File: config.mk
export PLATFORM = sky130hd
export DESIGN_NAME = unordered_set_table_top_flat
export DESIGN_NICKNAME = d
export VERILOG_FILES = /design/src/rtl/ust_pkg.sv /design/src/rtl/ust_if.sv /design/src/rtl/unordered_set_table_top.sv /design/src/rtl/ust_ram.sv /design/src/flat_wrapper.sv
export SDC_FILE = /design/constraint.sdc
export NUM_CORES = 2
export LEC_CHECK = 0
export ABC_AREA = 1
export BUFFER_PORTS_ARGS = -buffer_cell sky130_fd_sc_hd__buf_2
export CAP_MARGIN = 20
export CORE_MARGIN = 2
export CORE_UTILIZATION = 53
export CTS_CLUSTER_SIZE = 14
export DETAILED_ROUTE_END_ITERATION = 16
export PLACE_DENSITY = 0.78
export SKIP_CTS_REPAIR_TIMING = 1
export SKIP_LAST_GASP = 1
export SLEW_MARGIN = 20
export SYNTH_ARGS = -nofsm -noshare
export SYNTH_HDL_FRONTEND = slang
export SYNTH_SLANG_ARGS = --single-unit
export TNS_END_PERCENT = 50
File: constraint.sdc
create_clock -name clk -period 4.8 [get_ports clk]
set_clock_uncertainty 0.05 [all_clocks]
set_input_delay 0.24 -clock clk [delete_from_list [all_inputs] [get_ports clk]]
set_output_delay 0.24 -clock clk [all_outputs]
set_load 0.01 [all_outputs]
File: src/rtl/ust_pkg.sv
package ust_pkg;

	localparam int KEY_WIDTH_DEF = 32;
	localparam int CAPACITY_DEF  = 64;

	// fixed field widths of the request and response words
	localparam int KEY_BITS   = 32;
	localparam int COUNT_BITS = 7;

	typedef enum logic [1:0] {
		OP_INSERT = 2'd0,
		OP_REMOVE = 2'd1,
		OP_LOOKUP = 2'd2
	} req_type_t;

endpackage

File: src/rtl/ust_if.sv
interface ust_req_if import ust_pkg::*; ();
	logic                valid;
	logic                ready;
	logic [1:0]          req_type;
	logic [KEY_BITS-1:0] key;

	modport source (output valid, output req_type, output key, input ready);
	modport sink (input valid, input req_type, input key, output ready);
endinterface

interface ust_rsp_if import ust_pkg::*; ();
	logic                  valid;
	logic                  ready;
	logic                  found;
	logic                  rejected;
	logic [COUNT_BITS-1:0] live_count;

	modport source (output valid, output found, output rejected, output live_count,
		input ready);
	modport sink (input valid, input found, input rejected, input live_count,
		output ready);
endinterface

File: src/rtl/unordered_set_table_top.sv
// unordered set of keys held in a single memory with a live count
// request channel (req): req_type (insert, remove, lookup) and key; a word is
// taken when valid and ready are both high. ready is high only while the block
// is idle and its response register is empty or being emptied in that cycle.
// response channel (rsp): found, rejected and live_count, one word per request,
// held in an output register until the receiver takes it.
// scan: the live entries are read one per cycle through the registered read
// port of the key memory and compared with the key. a remove that hits then
// reads the last live entry in S_RDLAST and writes it over the hit slot in
// S_WRLAST. requests are handled one at a time: a new one is taken only when
// the block is back in idle, so the linear scan over the memory port sets the
// pace.
// reset: the live count clears to zero; the memory is not cleared, since only
// entries below the count are ever read.
// a stalled receiver holds the response register and blocks new requests.
module unordered_set_table_top import ust_pkg::*; #(
	parameter int KEY_WIDTH = KEY_WIDTH_DEF,
	parameter int CAPACITY  = CAPACITY_DEF
) (
	input  logic      clk,
	input  logic      arst_n,
	ust_req_if.sink   req,
	ust_rsp_if.source rsp
);

	localparam int AW = $clog2(CAPACITY);
	localparam int CW = $clog2(CAPACITY + 1);

	typedef enum logic [1:0] {
		S_IDLE,
		S_SCAN,
		S_RDLAST,
		S_WRLAST
	} state_t;

	state_t               state_q, state_d;
	logic [CW-1:0]        cnt_q, cnt_d;
	logic [CW-1:0]        idx_q, idx_d;
	logic [CW-1:0]        idx_s1;
	logic                 pend_s1;
	logic [AW-1:0]        pos_q, pos_d;
	logic [1:0]           op_q;
	logic [KEY_WIDTH-1:0] key_q;

	logic                 out_vld_q;
	logic                 fnd_q;
	logic                 rej_q;
	logic [COUNT_BITS-1:0] live_q;

	logic                 we;
	logic [AW-1:0]        waddr;
	logic [KEY_WIDTH-1:0] wdata;
	logic [AW-1:0]        raddr;
	logic [KEY_WIDTH-1:0] rdata;

	logic                 in_fire;
	logic                 scan_rd;
	logic                 hit;
	logic                 miss;
	logic                 fin;
	logic                 fnd;
	logic                 rej;

	ust_ram #(
		.WIDTH (KEY_WIDTH),
		.DEPTH (CAPACITY)
	) u_ram (
		.clk   (clk),
		.we    (we),
		.waddr (waddr),
		.wdata (wdata),
		.raddr (raddr),
		.rdata (rdata)
	);

	assign req.ready = (state_q == S_IDLE) && (!out_vld_q || rsp.ready);
	assign in_fire   = req.valid && req.ready;

	assign rsp.valid      = out_vld_q;
	assign rsp.found      = fnd_q;
	assign rsp.rejected   = rej_q;
	assign rsp.live_count = live_q;

	assign scan_rd = (state_q == S_SCAN) && (idx_q < cnt_q);
	assign hit     = pend_s1 && (rdata == key_q);
	// an empty table misses at once
	assign miss    = (cnt_q == '0) ||
		(pend_s1 && (rdata != key_q) && (idx_s1 == CW'(cnt_q - 1'b1)));

	always_comb begin
		state_d = state_q;
		cnt_d   = cnt_q;
		idx_d   = idx_q;
		pos_d   = pos_q;
		fin     = 1'b0;
		fnd     = 1'b0;
		rej     = 1'b0;
		we      = 1'b0;
		waddr   = AW'(cnt_q);
		wdata   = key_q;
		raddr   = AW'(idx_q);
		case (state_q)
			S_IDLE: begin
				if (in_fire) begin
					idx_d   = '0;
					state_d = S_SCAN;
				end
			end
			S_SCAN: begin
				if (scan_rd) begin
					idx_d = CW'(idx_q + 1'b1);
				end
				if (hit) begin
					if (op_q == OP_REMOVE) begin
						pos_d   = AW'(idx_s1);
						state_d = S_RDLAST;
					end else begin
						fin     = 1'b1;
						fnd     = 1'b1;
						state_d = S_IDLE;
					end
				end else if (miss) begin
					if (op_q == OP_INSERT) begin
						if (cnt_q == CW'(CAPACITY)) begin
							rej = 1'b1;
						end else begin
							we    = 1'b1;
							cnt_d = CW'(cnt_q + 1'b1);
						end
					end
					fin     = 1'b1;
					state_d = S_IDLE;
				end
			end
			S_RDLAST: begin
				raddr   = AW'(cnt_q - 1'b1);
				state_d = S_WRLAST;
			end
			S_WRLAST: begin
				// last live entry moves into the hit slot
				we      = 1'b1;
				waddr   = pos_q;
				wdata   = rdata;
				cnt_d   = CW'(cnt_q - 1'b1);
				fin     = 1'b1;
				fnd     = 1'b1;
				state_d = S_IDLE;
			end
			default: begin
				state_d = S_IDLE;
			end
		endcase
	end

	always_ff @(posedge clk or negedge arst_n) begin
		if (!arst_n) begin
			state_q   <= S_IDLE;
			cnt_q     <= '0;
			idx_q     <= '0;
			pend_s1   <= 1'b0;
			out_vld_q <= 1'b0;
			fnd_q     <= 1'b0;
			rej_q     <= 1'b0;
			live_q    <= '0;
		end else begin
			state_q <= state_d;
			cnt_q   <= cnt_d;
			idx_q   <= idx_d;
			pend_s1 <= scan_rd;
			if (fin) begin
				out_vld_q <= 1'b1;
			end else if (rsp.ready) begin
				out_vld_q <= 1'b0;
			end
			if (fin) begin
				fnd_q  <= fnd;
				rej_q  <= rej;
				live_q <= COUNT_BITS'(cnt_d);
			end
		end
	end

	always_ff @(posedge clk) begin
		idx_s1 <= idx_q;
		pos_q  <= pos_d;
		if (in_fire) begin
			op_q  <= req.req_type;
			key_q <= KEY_WIDTH'(req.key);
		end
	end

	a_cnt_bound: assert property (@(posedge clk) disable iff (!arst_n)
		cnt_q <= CW'(CAPACITY))
		else $error("live count above capacity");

	a_wrlast_nonempty: assert property (@(posedge clk) disable iff (!arst_n)
		(state_q == S_WRLAST) |-> (cnt_q != '0))
		else $error("swap with last on an empty table");

	a_fin_free: assert property (@(posedge clk) disable iff (!arst_n)
		fin |-> !out_vld_q)
		else $error("response register overwritten before it was taken");

	a_not_both: assert property (@(posedge clk) disable iff (!arst_n)
		out_vld_q |-> !(fnd_q && rej_q))
		else $error("response both found and rejected");

	a_cnt_step: assert property (@(posedge clk) disable iff (!arst_n)
		(state_q == S_IDLE) && !in_fire |=> $stable(cnt_q))
		else $error("live count changed while idle");

endmodule

File: src/rtl/ust_ram.sv
module ust_ram #(
	parameter int WIDTH = 32,
	parameter int DEPTH = 64
) (
	input  logic                     clk,
	input  logic                     we,
	input  logic [$clog2(DEPTH)-1:0] waddr,
	input  logic [WIDTH-1:0]         wdata,
	input  logic [$clog2(DEPTH)-1:0] raddr,
	output logic [WIDTH-1:0]         rdata
);

	logic [WIDTH-1:0] mem [DEPTH];

	always_ff @(posedge clk) begin
		if (we) begin
			mem[waddr] <= wdata;
		end
		rdata <= mem[raddr];
	end

endmodule

File: src/flat_wrapper.sv
// flat-port wrapper written by rule: the top's interface ports become plain ports
module unordered_set_table_top_flat import ust_pkg::*;
#(
	parameter int KEY_WIDTH = KEY_WIDTH_DEF,
	parameter int CAPACITY  = CAPACITY_DEF
)
  (clk, arst_n, req_valid, req_req_type, req_key, req_ready, rsp_valid, rsp_found, rsp_rejected, rsp_live_count, rsp_ready);
  ust_req_if req_i ();
  ust_rsp_if rsp_i ();
  input  logic clk;
  input  logic arst_n;
  input wire logic [$bits(req_i.valid)-1:0] req_valid;
  input wire logic [$bits(req_i.req_type)-1:0] req_req_type;
  input wire logic [$bits(req_i.key)-1:0] req_key;
  output wire logic [$bits(req_i.ready)-1:0] req_ready;
  output wire logic [$bits(rsp_i.valid)-1:0] rsp_valid;
  output wire logic [$bits(rsp_i.found)-1:0] rsp_found;
  output wire logic [$bits(rsp_i.rejected)-1:0] rsp_rejected;
  output wire logic [$bits(rsp_i.live_count)-1:0] rsp_live_count;
  input wire logic [$bits(rsp_i.ready)-1:0] rsp_ready;
  assign req_i.valid = req_valid;
  assign req_i.req_type = req_req_type;
  assign req_i.key = req_key;
  assign req_ready = req_i.ready;
  assign rsp_valid = rsp_i.valid;
  assign rsp_found = rsp_i.found;
  assign rsp_rejected = rsp_i.rejected;
  assign rsp_live_count = rsp_i.live_count;
  assign rsp_i.ready = rsp_ready;
  unordered_set_table_top #(.KEY_WIDTH(KEY_WIDTH), .CAPACITY(CAPACITY)) u_core (.clk(clk), .arst_n(arst_n), .req(req_i), .rsp(rsp_i));
endmodule
==> results by group <==
Floorplan
  – Die area: 163000 um2
  – Die height: 404 um
  – Initial Utilization: 0.534
  – Placement Rows: ~150
  – Core area: 159000 um2
  – I/O pins: around 50
  – Die Span X: 404 um

STA
  – Max-slew violation count: 0
  – Count of final setup violators: 0
  – Setup TNS: 0 ns
  – Max Fclk: 0.222 GHz
  – RSZ-0062 raised after global routing: no
  – Relative slew slack: 0.129
  – Final hold violations: 0
  – Final period utilization: 0.939
  – Worst-Margin Slew: approximately 1.3 ns
  – Tmin final: ~4.5 ns

Layout
  – Multi-input gate area: between 15000 and 20000 um2
  – Area grow syn2layout: 13.2%
  – Seq. cell area: 64200 um2
  – Post-route insts no fill: 8556
  – Util after Layout: 0.605
  – Share of layout cells above drive strength 1: 0.107
  – Fill cells: 11300
  – Final instance area: roughly 96000 um2
  – Nets: 6370

Clocking
  – Clk sinks: 2154
  – Root Driver: clkbuf_16
  – Clock tree buffer depth: 3
  – Worst skew pair latency: ~0.84 ns
  – Total CTS buffers: 203
  – CTS tree: built
  – Reg clk slew, reported paths: 0.06 ns
  – CTS H-tree lvls: 4

Yosys
  – Sequential area share after synthesis: 0.758
  – Async SR Flop Fraction: 0.0125
  – Post-synthesis register bit count: 2154
  – Syn Nets: 6294
  – Cells after synthesis: 6247
  – Top_reg_cell synth: edfxtp_1
  – Yosys warnings: 0
  – Netlist cell types: 41
  – Post-synth EDFFs: approximately 2100
  – Mapped cell area: approximately 85000 um2
  – Synthesized area per cell: 13.6 um2

Global route
  – Gr usage total: 0.288
  – Remaining Overflow, GRT: 0
  – Largest net degree at the start of global routing: 146
  – Initial antenna violation count: 4
  – Via count of the first global-routing pass: about 53000
  – Global-route wire length before repair: 347000 um

Setup path
  – Crit path buf inv count: 4
  – Worst EP required: 5.19 ns
  – CP endpoint kind: register
  – Critical Path Start Type: register
  – Worst path cell trace: inv_2, ha_1, nand2_1, inv_1, nand2_1, nand3_1, nand2_1, nand3_1, nor2_1, nand2_1, nand2_2, nand4_2, nand2_4, nand4_2, buf_4, nor2_4, buf_4
  – Top delay family on crit path: simple AND/OR/NAND/NOR gates
  – CP dominant cell by count: nand2_1
  – Kind of critical path: register to register
  – Worst path arrival time: 4.90 ns
  – CP max stage cell: dfrtp_1
  – Maximum fanout along the worst path: 32
  – Critical path's largest stage delay: between 0.5 and 0.6 ns

Route
  – Antenna Violating Nets Remaining: 0
  – # DRC: 0
  – Drt first pass iters: 7
  – Initial DRC count: 9007
  – Total wire length: ~240000 um
  – DR vias: 56000
  – Vias/cell: 6.55
  – Wire per inst: 27.9 um

Flow run
  – Maxcap violations: 0

Placement
  – Placed cells: 8149
  – Placed cell area: 89100 um2
  – Global placer's final weighted congestion: 0.978
  – DP HPWL: ~140000 um
  – # port buffers: 48

Pwr
  – Maximum VDD drop: around 0.39 mV
  – Pwr Density: 523 nW/um2
  – Leak Pwr: 30.6 nW

Worst hold path
  – Worst hold path class: primary input to register

Run status
  – Outcome: finished, final reports clean
synthesized netlist by cell type (3+ instances only):
library cell | instances | area [um2]
a21oi_1 | 5 | 25.0
buf_1 | 14 | 52.6
buf_2 | 136 | 681
buf_4 | 9 | 67.6
buf_6 | 9 | 101
clkbuf_1 | 288 | 1080
dfrtp_1 | 27 | 676
dfxtp_1 | 39 | 781
edfxtp_1 | 2088 | 62700
ha_1 | 9 | 113
inv_1 | 96 | 360
inv_2 | 5 | 18.8
nand2_1 | 262 | 983
nand3_1 | 251 | 1260
nand4_1 | 7 | 43.8
nand4_2 | 8 | 100
nor2_1 | 1127 | 4230
nor2_2 | 3 | 18.8
nor3_1 | 8 | 40.0
o211ai_1 | 232 | 1740
o21ai_0 | 976 | 4880
o21ai_1 | 100 | 500
o221ai_1 | 284 | 2490
o22ai_1 | 228 | 1430
xor2_1 | 11 | 96.3
layer usage:
layer	part of all wire	up-vias	routed length (um)	global-route usage
li1	-	23900	-	-
met1	0.37	27700	87700	0.392
met3	0.13	592	30500	0.0742
met2	0.45	3890	108000	0.433
met4	0.054	2	13000	0.145
met5	0.000067	-	16	0
placed cells by master, fill, tap and decap left out, types with 3 or more instances in the layout:
| cell | n |
|---|---|
| inv_2 | 4 |
| nand2_2 | 3 |
| xor2_1 | 11 |
| buf_12 | 70 |
| inv_6 | 4 |
| nand4_1 | 7 |
| nand4_2 | 8 |
| o21ai_0 | 943 |
| nor2_4 | 64 |
| o21ai_1 | 100 |
| nand3_1 | 251 |
| clkinv_4 | 3 |
| o221ai_1 | 284 |
| clkbuf_16 | 205 |
| a21oi_1 | 5 |
| edfxtp_1 | 2088 |
| dfxtp_1 | 39 |
| nor3_1 | 8 |
| clkinv_1 | 50 |
| buf_2 | 49 |
| bufinv_16 | 14 |
| o211ai_1 | 232 |
| nand2_4 | 5 |
| ha_1 | 9 |
| nand2_1 | 258 |
| nor2_2 | 3 |
| dfrtp_1 | 27 |
| o21ai_4 | 35 |
| nor2_1 | 1063 |
| buf_4 | 169 |
| inv_1 | 93 |
| clkinv_2 | 35 |
| o22ai_1 | 228 |
| clkinvlp_4 | 3 |
| clkinv_8 | 5 |
| clkbuf_1 | 46 |
| dlygate4sd3_1 | 38 |
metrics by stage:
step / total power, W / worst slack [ns] / hold WS [ns]
finish: 0.0502 / 0.291 / 0.0769
detailed placement: 0.0346 / 0.398 / 0.241
floorplan: 0.0298 / 0.501 / -0.106
global route: 0.0517 / 0.0556 / 0.0766
CTS: 0.0498 / 0.365 / -0.652
global placement: 0.0343 / 0.402 / 0.233
sequential cells by signal, summed over array words and instances, names as in the netlist, named ones only:
| register | flops |
|---|---|
| u_core.u_ram.mem | 2048 |
| u_core.key_q | 32 |
| u_core.u_ram.rdata | 32 |
| u_core.cnt_q | 7 |
| u_core.idx_q | 7 |
| u_core.idx_s1 | 7 |
| u_core.rsp.live_count | 7 |
| u_core.pos_q | 6 |
| u_core.op_q | 2 |
| u_core.pend_s1 | 1 |
| u_core.rsp.found | 1 |
| u_core.rsp.rejected | 1 |
| u_core.rsp.valid | 1 |
| u_core.state_q | 1 |
worst register-to-register path: stages, from the launching register on:
cell     delay, ns
dfrtp_1       0.58
inv_2         0.13
ha_1          0.30
nand2_1       0.12
inv_1         0.05
nand2_1       0.13
nand3_1       0.11
nand2_1       0.09
nand3_1       0.08
nor2_1        0.13
nand2_1       0.12
nand2_2       0.23
nand4_2       0.17
nand2_4       0.22
nand4_2       0.58
buf_4         0.42
nor2_4        0.08
buf_4         0.50
layout make-up:
type / instances / share of cell area
multi-input combinational: 3531 / 0.198
tap: 2072 / 0.0270
sequential: 2154 / 0.669
timing repair buffer: 328 / 0.0348
antenna: 1 / 0.0000261
clock buffer: 251 / 0.0553
inverter: 105 / 0.00449
clock inverter: 114 / 0.0107
cells by family after synthesis:
| logic type | after synthesis | synth area share |
|---|---|---|
| DFF | 2154 | 0.758 |
| adders and majority gates | 9 | 0.00133 |
| AOI/OAI and AO/OA | 1833 | 0.132 |
| xor gates and xnor gates | 13 | 0.00134 |
| and+or+nand+nor | 1676 | 0.0799 |
| buffers and inverters | 562 | 0.0282 |
worst paths after layout:
path,start,slack [ns],end,cells past startpoint
setup reg to reg,u_core.cnt_q[0],0.29,u_core.u_ram.mem[49][5],17
min in group asynchronous,arst_n,0.37,u_core.rsp.live_count[6],4
setup / recovery,u_core.cnt_q[0],0.29,u_core.u_ram.mem[49][5],17
hold reg to reg,u_core.idx_q[5],0.41,u_core.idx_s1[5],0
hold / removal,req_req_type[0],0.08,u_core.op_q[0],2
max in group asynchronous,arst_n,4.16,u_core.rsp.live_count[3],4
power breakdown:
part | leakage [nW] | internal [W] | switching (W)
clock | 3.09 | 0.00859 | 0.00686
combinational | 8.06 | 0.00319 | 0.00954
sequential | 19.5 | 0.0217 | 0.000259
total | 30.6 | 0.0335 | 0.0167
No activity file was read; power rests on OpenSTA's default activity.
